--- src/sv/optt_pkg.sv ---
package optt_pkg;

  localparam int unsigned FuncW = 2;
  localparam int unsigned KindW = 3;

  typedef enum logic [FuncW-1:0] {
    FUNC_ADD    = 2'd0,
    FUNC_REMOVE = 2'd1,
    FUNC_CLEAR  = 2'd2,
    FUNC_FRAME  = 2'd3
  } func_t;

  typedef enum logic [KindW-1:0] {
    K_ADDED    = 3'd0,
    K_FULL     = 3'd1,
    K_FIRED    = 3'd2,
    K_REMOVED  = 3'd3,
    K_NOTFOUND = 3'd4,
    K_CLEARED  = 3'd5,
    K_DONE     = 3'd6
  } kind_t;

  // controller to datapath
  typedef struct packed {
    logic  load;      // capture the input transaction, reset the slot index
    logic  rd;        // unused; the RAM always reads the current slot
    logic  step;      // advance the slot index
    logic  do_add;    // write the new timer into the current slot
    logic  do_free;   // drop the valid bit of the current slot
    logic  do_fire;   // record now in the current slot
    logic  do_clear;  // drop every valid bit
    logic  emit;      // load the output register
    kind_t kind;
    logic  id_sel;    // 0: zero id, 1: id from datapath
    logic  fin;
  } cmd_t;

  // datapath to controller
  typedef struct packed {
    func_t func;
    logic  cur_valid;
    logic  match;     // removal id matches the slot that was read
    logic  due;       // slot that was read has expired
    logic  once;      // slot that was read is one-shot
    logic  at_end;    // current index is the last slot
    logic  out_busy;
  } sts_t;

endpackage

--- src/sv/optt_ram.sv ---
module optt_ram #(
  parameter int unsigned WIDTH = 32,
  parameter int unsigned DEPTH = 16,
  parameter int unsigned AW    = (DEPTH > 1) ? $clog2(DEPTH) : 1
) (
  input  logic             clk,
  input  logic             we,
  input  logic [AW-1:0]    waddr,
  input  logic [WIDTH-1:0] wdata,
  input  logic [AW-1:0]    raddr,
  output logic [WIDTH-1:0] rdata
);

  logic [WIDTH-1:0] mem [DEPTH];

  always_ff @(posedge clk) begin
    if (we) begin
      mem[waddr] <= wdata;
    end
    rdata <= mem[raddr];
  end

endmodule

--- src/sv/optt_datapath.sv ---
module optt_datapath
  import optt_pkg::*;
#(
  parameter int unsigned TASKS = 16
) (
  input  logic        clk,
  input  logic        rst_n,
  input  cmd_t        cmd,
  output sts_t        sts,
  input  logic [98:0] in_word,
  output logic [39:0] out_word,
  output logic        out_valid,
  input  logic        out_ready
);

  localparam int unsigned IdxW = (TASKS > 1) ? $clog2(TASKS) : 1;
  localparam int unsigned MemW = 97;  // one_shot, id, delay, last time

  logic [TASKS-1:0] valid_r, valid_nxt;
  logic [IdxW-1:0]  idx_r, idx_nxt;
  func_t            func_r;
  logic [31:0]      now_r, dly_r, hid_r, next_id_r, next_id_nxt;
  logic             once_r;
  logic [39:0]      obuf_r;
  logic             ovld_r, ovld_nxt;
  logic [MemW-1:0]  rdata, wdata;
  logic             we;
  logic [31:0]      rd_id, rd_dly, rd_last, elapsed;
  logic             rd_once;

  assign {rd_once, rd_id, rd_dly, rd_last} = rdata;
  assign elapsed = now_r - rd_last;

  // write a new timer, or refresh the last time of one that fired
  assign we    = cmd.do_add | cmd.do_fire;
  assign wdata = cmd.do_add ? {once_r, next_id_r + 32'd1, dly_r, now_r}
                            : {rd_once, rd_id, rd_dly, now_r};

  optt_ram #(.WIDTH(MemW), .DEPTH(TASKS)) u_ram (
    .clk   (clk),
    .we    (we),
    .waddr (idx_r),
    .wdata (wdata),
    .raddr (idx_r),
    .rdata (rdata)
  );

  always_comb begin
    valid_nxt   = valid_r;
    idx_nxt     = idx_r;
    next_id_nxt = next_id_r;
    ovld_nxt    = ovld_r & ~out_ready;
    if (cmd.load) idx_nxt = '0;
    if (cmd.step) idx_nxt = idx_r + IdxW'(1);
    if (cmd.do_add) begin
      valid_nxt[idx_r] = 1'b1;
      next_id_nxt      = next_id_r + 32'd1;
    end
    if (cmd.do_free) valid_nxt[idx_r] = 1'b0;
    if (cmd.do_clear) valid_nxt = '0;
    if (cmd.emit) ovld_nxt = 1'b1;
  end

  always_ff @(posedge clk) begin
    if (!rst_n) begin
      valid_r   <= '0;
      idx_r     <= '0;
      next_id_r <= '0;
      ovld_r    <= 1'b0;
    end else begin
      valid_r   <= valid_nxt;
      idx_r     <= idx_nxt;
      next_id_r <= next_id_nxt;
      ovld_r    <= ovld_nxt;
    end
  end

  // capture the transaction and the result payload
  always_ff @(posedge clk) begin
    if (cmd.load) begin
      func_r <= func_t'(in_word[1:0]);
      now_r  <= in_word[33:2];
      dly_r  <= in_word[65:34];
      once_r <= in_word[66];
      hid_r  <= in_word[98:67];
    end
    if (cmd.emit) begin
      obuf_r <= {4'd0, cmd.fin,
                 cmd.id_sel ? ((cmd.kind == K_ADDED) ? next_id_r + 32'd1 : rd_id) : 32'd0,
                 cmd.kind};
    end
  end

  assign sts.func      = func_r;
  assign sts.cur_valid = valid_r[idx_r];
  assign sts.match     = (rd_id == hid_r);
  assign sts.due       = (elapsed >= rd_dly);
  assign sts.once      = rd_once;
  assign sts.at_end    = (idx_r == IdxW'(TASKS - 1));
  assign sts.out_busy  = ovld_r;
  assign out_word      = obuf_r;
  assign out_valid     = ovld_r;

endmodule

--- src/sv/optt_ctrl.sv ---
module optt_ctrl
  import optt_pkg::*;
(
  input  logic clk,
  input  logic rst_n,
  input  logic in_fire,
  output logic in_ready,
  input  sts_t sts,
  output cmd_t cmd
);

  typedef enum logic [4:0] {
    S_IDLE  = 5'b00001,
    S_READ  = 5'b00010,
    S_EVAL  = 5'b00100,
    S_DONE  = 5'b01000,
    S_FIN   = 5'b10000
  } state_t;

  state_t state_r, state_nxt;
  // DONE stores the kind of frame-done or failure result; FIN emits it
  kind_t  fkind_r, fkind_nxt;

  assign in_ready = (state_r == S_IDLE);

  always_comb begin
    state_nxt = state_r;
    fkind_nxt = fkind_r;
    cmd       = '0;
    cmd.kind  = K_DONE;
    unique case (state_r)
      S_IDLE: begin
        if (in_fire) begin
          cmd.load  = 1'b1;
          state_nxt = S_READ;
        end
      end
      S_READ: begin
        // clear needs no scan
        if (sts.func == FUNC_CLEAR) begin
          if (!sts.out_busy) begin
            cmd.do_clear = 1'b1;
            cmd.emit     = 1'b1;
            cmd.kind     = K_CLEARED;
            cmd.fin      = 1'b1;
            state_nxt    = S_IDLE;
          end
        end else if (sts.func == FUNC_ADD && !sts.cur_valid) begin
          if (!sts.out_busy) begin
            cmd.do_add = 1'b1;
            cmd.emit   = 1'b1;
            cmd.kind   = K_ADDED;
            cmd.id_sel = 1'b1;
            cmd.fin    = 1'b1;
            state_nxt  = S_IDLE;
          end
        end else if (sts.func != FUNC_ADD && sts.cur_valid) begin
          state_nxt = S_EVAL;   // registered read lands next cycle
        end else if (sts.at_end) begin
          state_nxt = S_DONE;
        end else begin
          cmd.step = 1'b1;
        end
      end
      S_EVAL: begin
        if (sts.func == FUNC_REMOVE) begin
          if (sts.match) begin
            if (!sts.out_busy) begin
              cmd.do_free = 1'b1;
              cmd.emit    = 1'b1;
              cmd.kind    = K_REMOVED;
              cmd.id_sel  = 1'b1;
              cmd.fin     = 1'b1;
              state_nxt   = S_IDLE;
            end
          end else if (sts.at_end) begin
            state_nxt = S_DONE;
          end else begin
            cmd.step  = 1'b1;
            state_nxt = S_READ;
          end
        end else if (sts.due) begin
          if (!sts.out_busy) begin
            cmd.do_fire = 1'b1;
            cmd.do_free = sts.once;
            cmd.emit    = 1'b1;
            cmd.kind    = K_FIRED;
            cmd.id_sel  = 1'b1;
            if (sts.at_end) state_nxt = S_DONE;
            else begin
              cmd.step  = 1'b1;
              state_nxt = S_READ;
            end
          end
        end else if (sts.at_end) begin
          state_nxt = S_DONE;
        end else begin
          cmd.step  = 1'b1;
          state_nxt = S_READ;
        end
      end
      S_DONE: begin
        unique case (sts.func)
          FUNC_ADD:    fkind_nxt = K_FULL;
          FUNC_REMOVE: fkind_nxt = K_NOTFOUND;
          default:     fkind_nxt = K_DONE;
        endcase
        state_nxt = S_FIN;
      end
      S_FIN: begin
        if (!sts.out_busy) begin
          cmd.emit  = 1'b1;
          cmd.kind  = fkind_r;
          cmd.fin   = 1'b1;
          state_nxt = S_IDLE;
        end
      end
      default: state_nxt = S_IDLE;
    endcase
  end

  always_ff @(posedge clk) begin
    if (!rst_n) begin
      state_r <= S_IDLE;
      fkind_r <= K_DONE;
    end else begin
      state_r <= state_nxt;
      fkind_r <= fkind_nxt;
    end
  end

  a_emit_free: assert property (@(posedge clk) disable iff (!rst_n)
    cmd.emit |-> !sts.out_busy) else $error("emit into a full output register");
  a_fin_idle: assert property (@(posedge clk) disable iff (!rst_n)
    (cmd.emit && cmd.fin) |=> state_r == S_IDLE) else $error("final result without idle");
  a_no_add_free: assert property (@(posedge clk) disable iff (!rst_n)
    !(cmd.do_add && cmd.do_free)) else $error("add and free together");

endmodule

--- src/sv/oneshot_periodic_timer_table.sv ---
// Timer table, one item at a time through a slot scan of a registered-read RAM.
// Add takes the lowest free slot or reports full; clear needs no scan.
// Remove scans to the first matching slot, frame poll scans every slot: a valid slot is read
// and then evaluated, an empty one is stepped past.
// A result still waiting in the output register holds the scan until it is taken.
// Synchronous active-low reset empties every slot and zeros the id counter; no clearing pass.
module oneshot_periodic_timer_table
  import optt_pkg::*;
#(
  parameter int unsigned TASKS = 16
) (
  input  logic        clk,
  input  logic        rst_n,
  input  logic        in_tvalid,
  output logic        in_tready,
  // func[1:0], now_ms[33:2], delay_ms[65:34], one_shot[66], handle_id[98:67], zero pad
  input  logic [103:0] in_tdata,
  output logic        out_tvalid,
  input  logic        out_tready,
  // kind[2:0], task_id[34:3], zero pad
  output logic [39:0] out_tdata,
  output logic        out_tlast
);

  cmd_t        cmd;
  sts_t        sts;
  logic [39:0] word;

  optt_ctrl u_ctrl (
    .clk      (clk),
    .rst_n    (rst_n),
    .in_fire  (in_tvalid & in_tready),
    .in_ready (in_tready),
    .sts      (sts),
    .cmd      (cmd)
  );

  optt_datapath #(.TASKS(TASKS)) u_dp (
    .clk       (clk),
    .rst_n     (rst_n),
    .cmd       (cmd),
    .sts       (sts),
    .in_word   (in_tdata[98:0]),
    .out_word  (word),
    .out_valid (out_tvalid),
    .out_ready (out_tready)
  );

  assign out_tdata = {5'd0, word[34:0]};
  assign out_tlast = word[35];

endmodule

--- config.mk ---
export PLATFORM = sky130hd
export DESIGN_NAME = oneshot_periodic_timer_table
export DESIGN_NICKNAME = d
export VERILOG_FILES = /design/src/sv/optt_pkg.sv /design/src/sv/optt_ram.sv /design/src/sv/optt_datapath.sv /design/src/sv/optt_ctrl.sv /design/src/sv/oneshot_periodic_timer_table.sv
export SDC_FILE = /design/constraint.sdc
export NUM_CORES = 2
export LEC_CHECK = 0
export ABC_AREA = 1
export ABC_CLOCK_PERIOD_IN_PS = 18600
export BUFFER_PORTS_ARGS = -buffer_cell sky130_fd_sc_hd__buf_4
export CORE_UTILIZATION = 55
export CTS_CLUSTER_SIZE = 16
export DETAILED_ROUTE_END_ITERATION = 10
export PLACE_DENSITY = 0.72
export SKIP_LAST_GASP = 1
export SYNTH_ARGS = -nofsm -noshare
export SYNTH_HDL_FRONTEND = slang
export SYNTH_SLANG_ARGS = --single-unit
--- constraint.sdc ---
create_clock -name clk -period 18.6 [get_ports clk]
set_input_delay 2.79 -clock clk [delete_from_list [all_inputs] [get_ports clk]]
set_output_delay 2.79 -clock clk [all_outputs]
set_load 0.05 [all_outputs]
---- After elaboration in Yosys (flattened, before gate mapping) ----
Memory sizes are Yosys's and may differ from the RTL's. A register that Yosys moved wholly into a read port is not among the register bits.
Cells that the tools add are included.
word-level totals
  bits in registers ....................... 196
  bits in latches ......................... 0
  RAM bits ................................ 1552
  ROM bits ................................ 0
  input port bits ......................... 108
  output and inout port bits .............. 43
  word-level logic and storage cells ...... 114
  memories ................................ 1
cells by class
  $add $sub $neg .......................... 3
  multiply operators ...................... 0
  div/mod/pow operators ................... 0
  magnitude comparators ................... 3
  equality and inequality tests ........... 12
  shift-type cells ........................ 0
  multiplexer cells ....................... 64
  bitwise gates (word level) .............. 8
  reductions and logical operators ........ 10
memories
  memory          depth  bits a word  read ports  clocked after Yosys merged registers in  write ports  RTL line        text
  u_dp.u_ram.mem  16     97           1           1                                        1            optt_ram.sv:14  logic [WIDTH-1:0] mem [DEPTH];
operators by type and width
  operator               number
  $mux 97                1
  $mux 5                 14
  $add 32x1->32 const B  1
  $eq 32x32->1           1
  $ge 32x32->1           1
  $mux 16                2
  $mux 32                1
  $sub 32x32->32         1
  $mux 1                 25
  $pmux 5 s5             1
  $mux 6                 4
  $mux 4                 5
  $and 16x16->16         1
  $not 16->16            1
  $or 16x16->16          1
  $pmux 4 s3             1
  $mux 2                 4
  $pmux 3 s2             1
  $eq 5x1->1 const B     1
  $eq 5x2->1 const B     1
  $eq 5x3->1 const B     1
  $eq 5x4->1 const B     1
  $eq 5x5->1 const B     1
  $lt 4x5->1 const B     1
  other kinds (22)       28

---- Logic depth before layout (Yosys ltp) ----
  word-level depth ........................ 10
  depth in mapped cells ................... 27
  mapped depth without buffers ............ 26

---- Cells and area by module ----
A second synthesis with hierarchy kept.
second synthesis, totals
  cell total of the unflattened synthesis .. 8080
  area total of the unflattened synthesis .. 80777.5 um^2
modules (own cells, without submodules)
  module                        instances  cells each  area each (um^2)  seq. area each (um^2)
  optt_ram                      1          6367        68025.2           48546.6
  optt_datapath                 1          1581        12004.0           5114.9
  optt_ctrl                     1          124         699.4             160.2
  oneshot_periodic_timer_table  1          8           48.8              0.0

---- Worst setup path before layout ----
No wires, ideal clock.
  kind .................................... register to register
  start point ............................. reg u_dp.now_r[0]
  end point ............................... mem u_dp.u_ram.mem[10][0] in the netlist's numbering (enable)
  setup time .............................. 0.554 ns
  arrival time ............................ 7.667 ns
  data required time ...................... 18.046 ns
  slack ................................... 10.379 ns
  cell stages (with the launch flop) ...... 24
  buffers on the path ..................... 1
  clock period less this slack ............ 8.221 ns
  cell sequence ........................... edfxtp_1 > inv_1 > ha_1 > inv_1 > fa_1 > nand3_1 > nand2_1 > a31oi_1 > o21ai_0 > a21boi_0 > o21ai_0 > xor2_1 > ha_1 > nand2_1 > nor3_1 > nand2_1 > nor4_1 > nand2_1 > nand2_1 > nand3_1 > nand2_1 > inv_2 > clkbuf_1 > nor2_1
on the way
  longest elaborated chain between the ends .. 8
RTL lines
  what                          RTL line             text
  start: declaration            optt_datapath.sv:22  logic [31:0] now_r, dly_r, hid_r, next_id_r, next_id_nxt;
  start signal: assignment      optt_datapath.sv:82  now_r <= in_word[33:2];
  $sub 32x32->32                optt_datapath.sv:32  assign elapsed = now_r - rd_last;
  $ge 32x32->1                  optt_datapath.sv:97  assign sts.due = (elapsed >= rd_dly);
  $mux 2                        optt_ctrl.sv:82      end else if (sts.due) begin
  $mux 1                        optt_ctrl.sv:66      if (sts.func == FUNC_REMOVE) begin
  $mux 2                        optt_ctrl.sv:31      unique case (state_r)
  $or 1x1->1                    optt_datapath.sv:35  assign we = cmd.do_add | cmd.do_fire;
  $mux 1                        optt_ram.sv:17       if (we) begin
  $mux 1 (implied by the code)  optt_ram.sv:18       mem[waddr] <= wdata;
  end: declaration              optt_ram.sv:14
Every way passes these cells.

---- Worst setup path in the final report ----
  start point ............................. reg u_dp.now_r[0]
  end point ............................... mem u_dp.u_ram.mem[5][37] in the netlist's numbering (enable)
The elaborated chain is that of the path after synthesis.

==> qor.txt <==
================================================================================
Post-cts repair resize count                                                   0
Antenna viol nets, final                                                       0
Root buffer cell                                                    sky130_fd_sc_hd__clkbuf_16
Clock slew at reported path FFs                                          0.06 ns
Warnings from Yosys                                                            0
Number of hold-slack violations in the final timing report                     0
Crit-path max FO                                                              55
FILL cells                                                                  9817
IO Port Bufs                                                                 140
Number of unique standard cell types used by synthesis                        47
Status                                                                 completed
Peak supply drop                                                     0.0000936 V
Syn Inst Count                                                              6040
CP endpoint kind                                                            flop
Latest clock arrival within the worst-skew pair                          0.81 ns
Mean area per synthesized cell                                          12.2 µm²
Last weighted congestion value of the routability-driven placer            0.960
I/O pins                                                                     151
RSZ-0062 raised after global routing                                       false
Number of buffers created by CTS                                             179
Post-route DRC violation count                                                 0
Number of setup violations in the final report                                 0
Max-capacitance violation count                                                0
Dpl cell area                                                          76300 µm²
Total Routing Usage GR                                                     26.5%
Chip height                                                               368 µm
Die width                                                                 368 µm
Ratio of total power to cell area                                     108 nW/µm²
Post-synthesis sequential area ratio                                       73.2%
Slew of the pin with the lowest slew margin                              1.32 ns
Slowest stage cell, crit path                                       sky130_fd_sc_hd__buf_4
Fin crit period                                                          7.62 ns
Number of storage elements in the synthesis netlist                         1845
Delay contributed by the slowest stage of the critical path              0.94 ns
Overflow left after global routing                                             0
Data arrival time at the worst-slack endpoint                            8.03 ns
Crit. path cell count                                                         24
Via count of the first global-routing pass                                 45227
Register cell area after layout                                        53800 µm²
Worst R2R Path Depth                                                          24
Top flip-flop cell by instance count after synthesis                sky130_fd_sc_hd__edfxtp_1
Total instance count after detailed placement                               7687
Total number of vias                                                       47914
TritonCTS clock tree                                                         yes
Setup crit start                                                    u_dp.now_r[0]
Data required time of the critical path                                 19.00 ns
Launch point of the worst reg-to-reg path                           u_dp.now_r[0]
Worst hold margin                                                       0.469 ns
Class of the tightest hold or removal check                         flop to flop
Slew Limit Fails                                                               0
Core region area                                                      132000 µm²
Post-route clock period utilization                                        41.0%
Number of diodes                                                               0
Number of antenna violations at the first check in global routing              7
Worst setup slack for register-to-register paths                        10.98 ns
DP HPWL                                                                 94800 µm
Number of levels the H-tree was split into                                     4
Post-layout worst setup margin                                          10.98 ns
Termination of the worst setup path                                 u_dp.u_ram.mem[5][37]
Launch instance of the worst min-delay path                         u_dp.next_id_r[30]
WL final                                                               181000 µm
Crit-path cells                                                     inv_1 > ha_1 > inv_1 > fa_1 > nand3_1 > nand2_1 > a31oi_1 > o21ai_0 > a21boi_0 > o21ai_0 > xor2_1 > ha_1 > nand2_1 > nor3_1 > nand2_1 > nor4_1 > nand2_1 > nand2_1 > nand3_1 > nand2_1 > inv_2 > nor2_4 > buf_4 > buf_4
Category of the most critical setup path                            flop to flop
Routed wire per std cell                                                 22.6 µm
Netlist Area Pre-Place                                                 73500 µm²
Area enclosed by the die boundary                                     135000 µm²
Share of post-route cells with drive strength above 1                      8.28%
RR Endpoint                                                         u_dp.u_ram.mem[5][37]
Total power consumption of the routed design                             8.85 mW
TritonCTS Sinks                                                             1845
Num rows                                                                     133
Cell family with the largest share of critical-path delay           simple AND/OR/NAND/NOR gates
First-pass GRT wire length                                             273000 µm
Starting Density                                                           55.7%
P_leak                                                                   28.3 nW
Area of the multi-input gates                                          17300 µm²
Fin Clk Skew                                                           0.0257 ns
Pre-CTS setup slack                                                     11.16 ns
Number of enable-type register cells in the synthesized netlist             1687
Max-Slew Margin vs Limit                                                   11.5%
Filler-free cell count of the finished design                               8020
Most used cell, CP                                                  sky130_fd_sc_hd__nand2_1
Maximum number of pins on one net before global-route repair                 225
Nets@finish                                                                 6290
Async set or reset register ratio after synthesis                             0%
Highest achievable clock rate                                            131 MHz
CTS Buffer Depth                                                               3
Total Negative Setup Slacks                                                 0 ns
WP buf/inv                                                                     5
Number of setup buffers added after CTS                                        0
Detailed router's first-iteration violation count                           6207
Final core utilization                                                     62.1%
Area growth, synth to finish                                               11.6%
Final Instance Area                                                    82000 µm²
Hold bufs inserted after CTS                                                   0
Nature of the critical path startpoint                                      flop
Pre-antenna DRT Iters                                                          6
Post-DR vias/cell                                                           5.97
================================================================================
sequential cells by signal, summed over array words and instances (netlist names), named ones only:
| name | count |
|---|---|
| u_dp.u_ram.mem | 1552 |
| u_dp.u_ram.rdata | 97 |
| u_dp.out_word | 36 |
| u_dp.dly_r | 32 |
| u_dp.hid_r | 32 |
| u_dp.next_id_r | 32 |
| u_dp.now_r | 32 |
| u_dp.valid_r | 15 |
| u_ctrl.state_r | 5 |
| u_dp.idx_r | 4 |
| u_ctrl.fkind_r | 3 |
| u_dp.func_r | 2 |
| u_dp.once_r | 1 |
| u_dp.out_valid | 1 |
worst reg2reg max path: cells and delay by family, from the launching register on:
family                   cells  cell delay, ns
AND/OR/NAND/NOR             11            2.38
buffers and inverters        5            2.08
AO/OA/AOI/OAI                4            1.24
adder cells (fa/ha/maj)      3            0.70
flip-flops                   1            0.65
XOR/XNOR                     1            0.12
power breakdown:
group,switching (mW),internal (mW)
clock,1.51,2.00
combinational,0.414,0.175
sequential,0.0831,4.66
cell usage in the layout, fill, tap and decap left out, types with 8 or more instances in the layout:
master                      synthesis  routed
sky130_fd_sc_hd__nand4_1          153     153
sky130_fd_sc_hd__ha_1              68      68
sky130_fd_sc_hd__dfxtp_1          158     156
sky130_fd_sc_hd__a21oi_1          110     110
sky130_fd_sc_hd__clkinv_1           1      36
sky130_fd_sc_hd__clkbuf_1         303      54
sky130_fd_sc_hd__buf_4              5     233
sky130_fd_sc_hd__clkbuf_16          0     182
sky130_fd_sc_hd__nand2_1          787     787
sky130_fd_sc_hd__nor3_1            22      22
sky130_fd_sc_hd__inv_1            296     296
sky130_fd_sc_hd__o22ai_1          389     389
sky130_fd_sc_hd__xor2_1            51      51
sky130_fd_sc_hd__xnor2_1           11      11
sky130_fd_sc_hd__nor4_1            10      10
sky130_fd_sc_hd__bufinv_16          0      10
sky130_fd_sc_hd__o21ai_0          887     885
sky130_fd_sc_hd__clkinv_2           0      20
sky130_fd_sc_hd__edfxtp_1        1687    1687
sky130_fd_sc_hd__nor2_4             3      23
sky130_fd_sc_hd__nor2_1           965     945
sky130_fd_sc_hd__clkbuf_8           0      15
sky130_fd_sc_hd__inv_6              0       8
sky130_fd_sc_hd__nand3_1           34      33
synth_stat cells (all sizes together), types with 2 or more instances:
master / instances / share of area [%]
edfxtp: 1687 / 69
nor2: 968 / 5.0
o21ai: 891 / 6.1
nand2: 788 / 4.0
o22ai: 389 / 3.3
clkbuf: 303 / 1.5
inv: 303 / 1.5
dfxtp: 158 / 4.3
nand4: 153 / 1.3
a21oi: 111 / 0.76
ha: 68 / 1.2
xor2: 51 / 0.61
buf: 46 / 0.35
nand3: 35 / 0.25
nor3: 22 / 0.15
nor4: 11 / 0.10
xnor2: 11 / 0.13
a21o: 7 / 0.072
o211ai: 7 / 0.078
o21bai: 7 / 0.072
a21boi: 4 / 0.041
a31oi: 4 / 0.034
o21a: 2 / 0.020
or2: 2 / 0.017
how the worst min path moves through the flow:
stage	to	slack, ns	cells past startpoint
floorplan	u_ctrl.fkind_r[1]	0.44	2
global placement	u_ctrl.fkind_r[1]	0.45	2
detailed placement	u_dp.next_id_r[30]	0.46	2
CTS	u_dp.next_id_r[30]	0.47	2
global route	u_ctrl.fkind_r[0]	0.49	2
finish	u_dp.next_id_r[30]	0.47	2
logic make-up after synthesis:
group / Yosys count / share of synthesized area (%)
compound gates: 1425 / 10.5
xor+xnor: 62 / 0.739
fa+ha+maj: 69 / 1.19
buf+inv: 653 / 3.45
flops: 1845 / 73.2
mux: 1 / 0.0136
other cells: 1 / 0.00510
simple gates: 1984 / 10.9
layer usage:
layer | track usage (%) | wire length, µm | up-vias
met1 | 36.9 | 73600 | 23449
met2 | 42.6 | 86000 | 2298
li1 | - | - | 21842
met4 | 9.74 | 5720 | 0
met5 | 0 | 0 | -
met3 | 4.00 | 16100 | 325
area by class of cell:
| class | instances | share of cell area [%] |
|---|---|---|
| Clock buffer | 251 | 6.05 |
| Timing Repair Buffer | 237 | 2.23 |
| Clock inverter | 82 | 0.883 |
| Inverter | 304 | 1.42 |
| Tap cell | 1755 | 2.68 |
| Sequential cell | 1845 | 65.6 |
| Multi-Input combinational cell | 3546 | 21.1 |
Note: power is estimated with default switching activity, not from simulation.
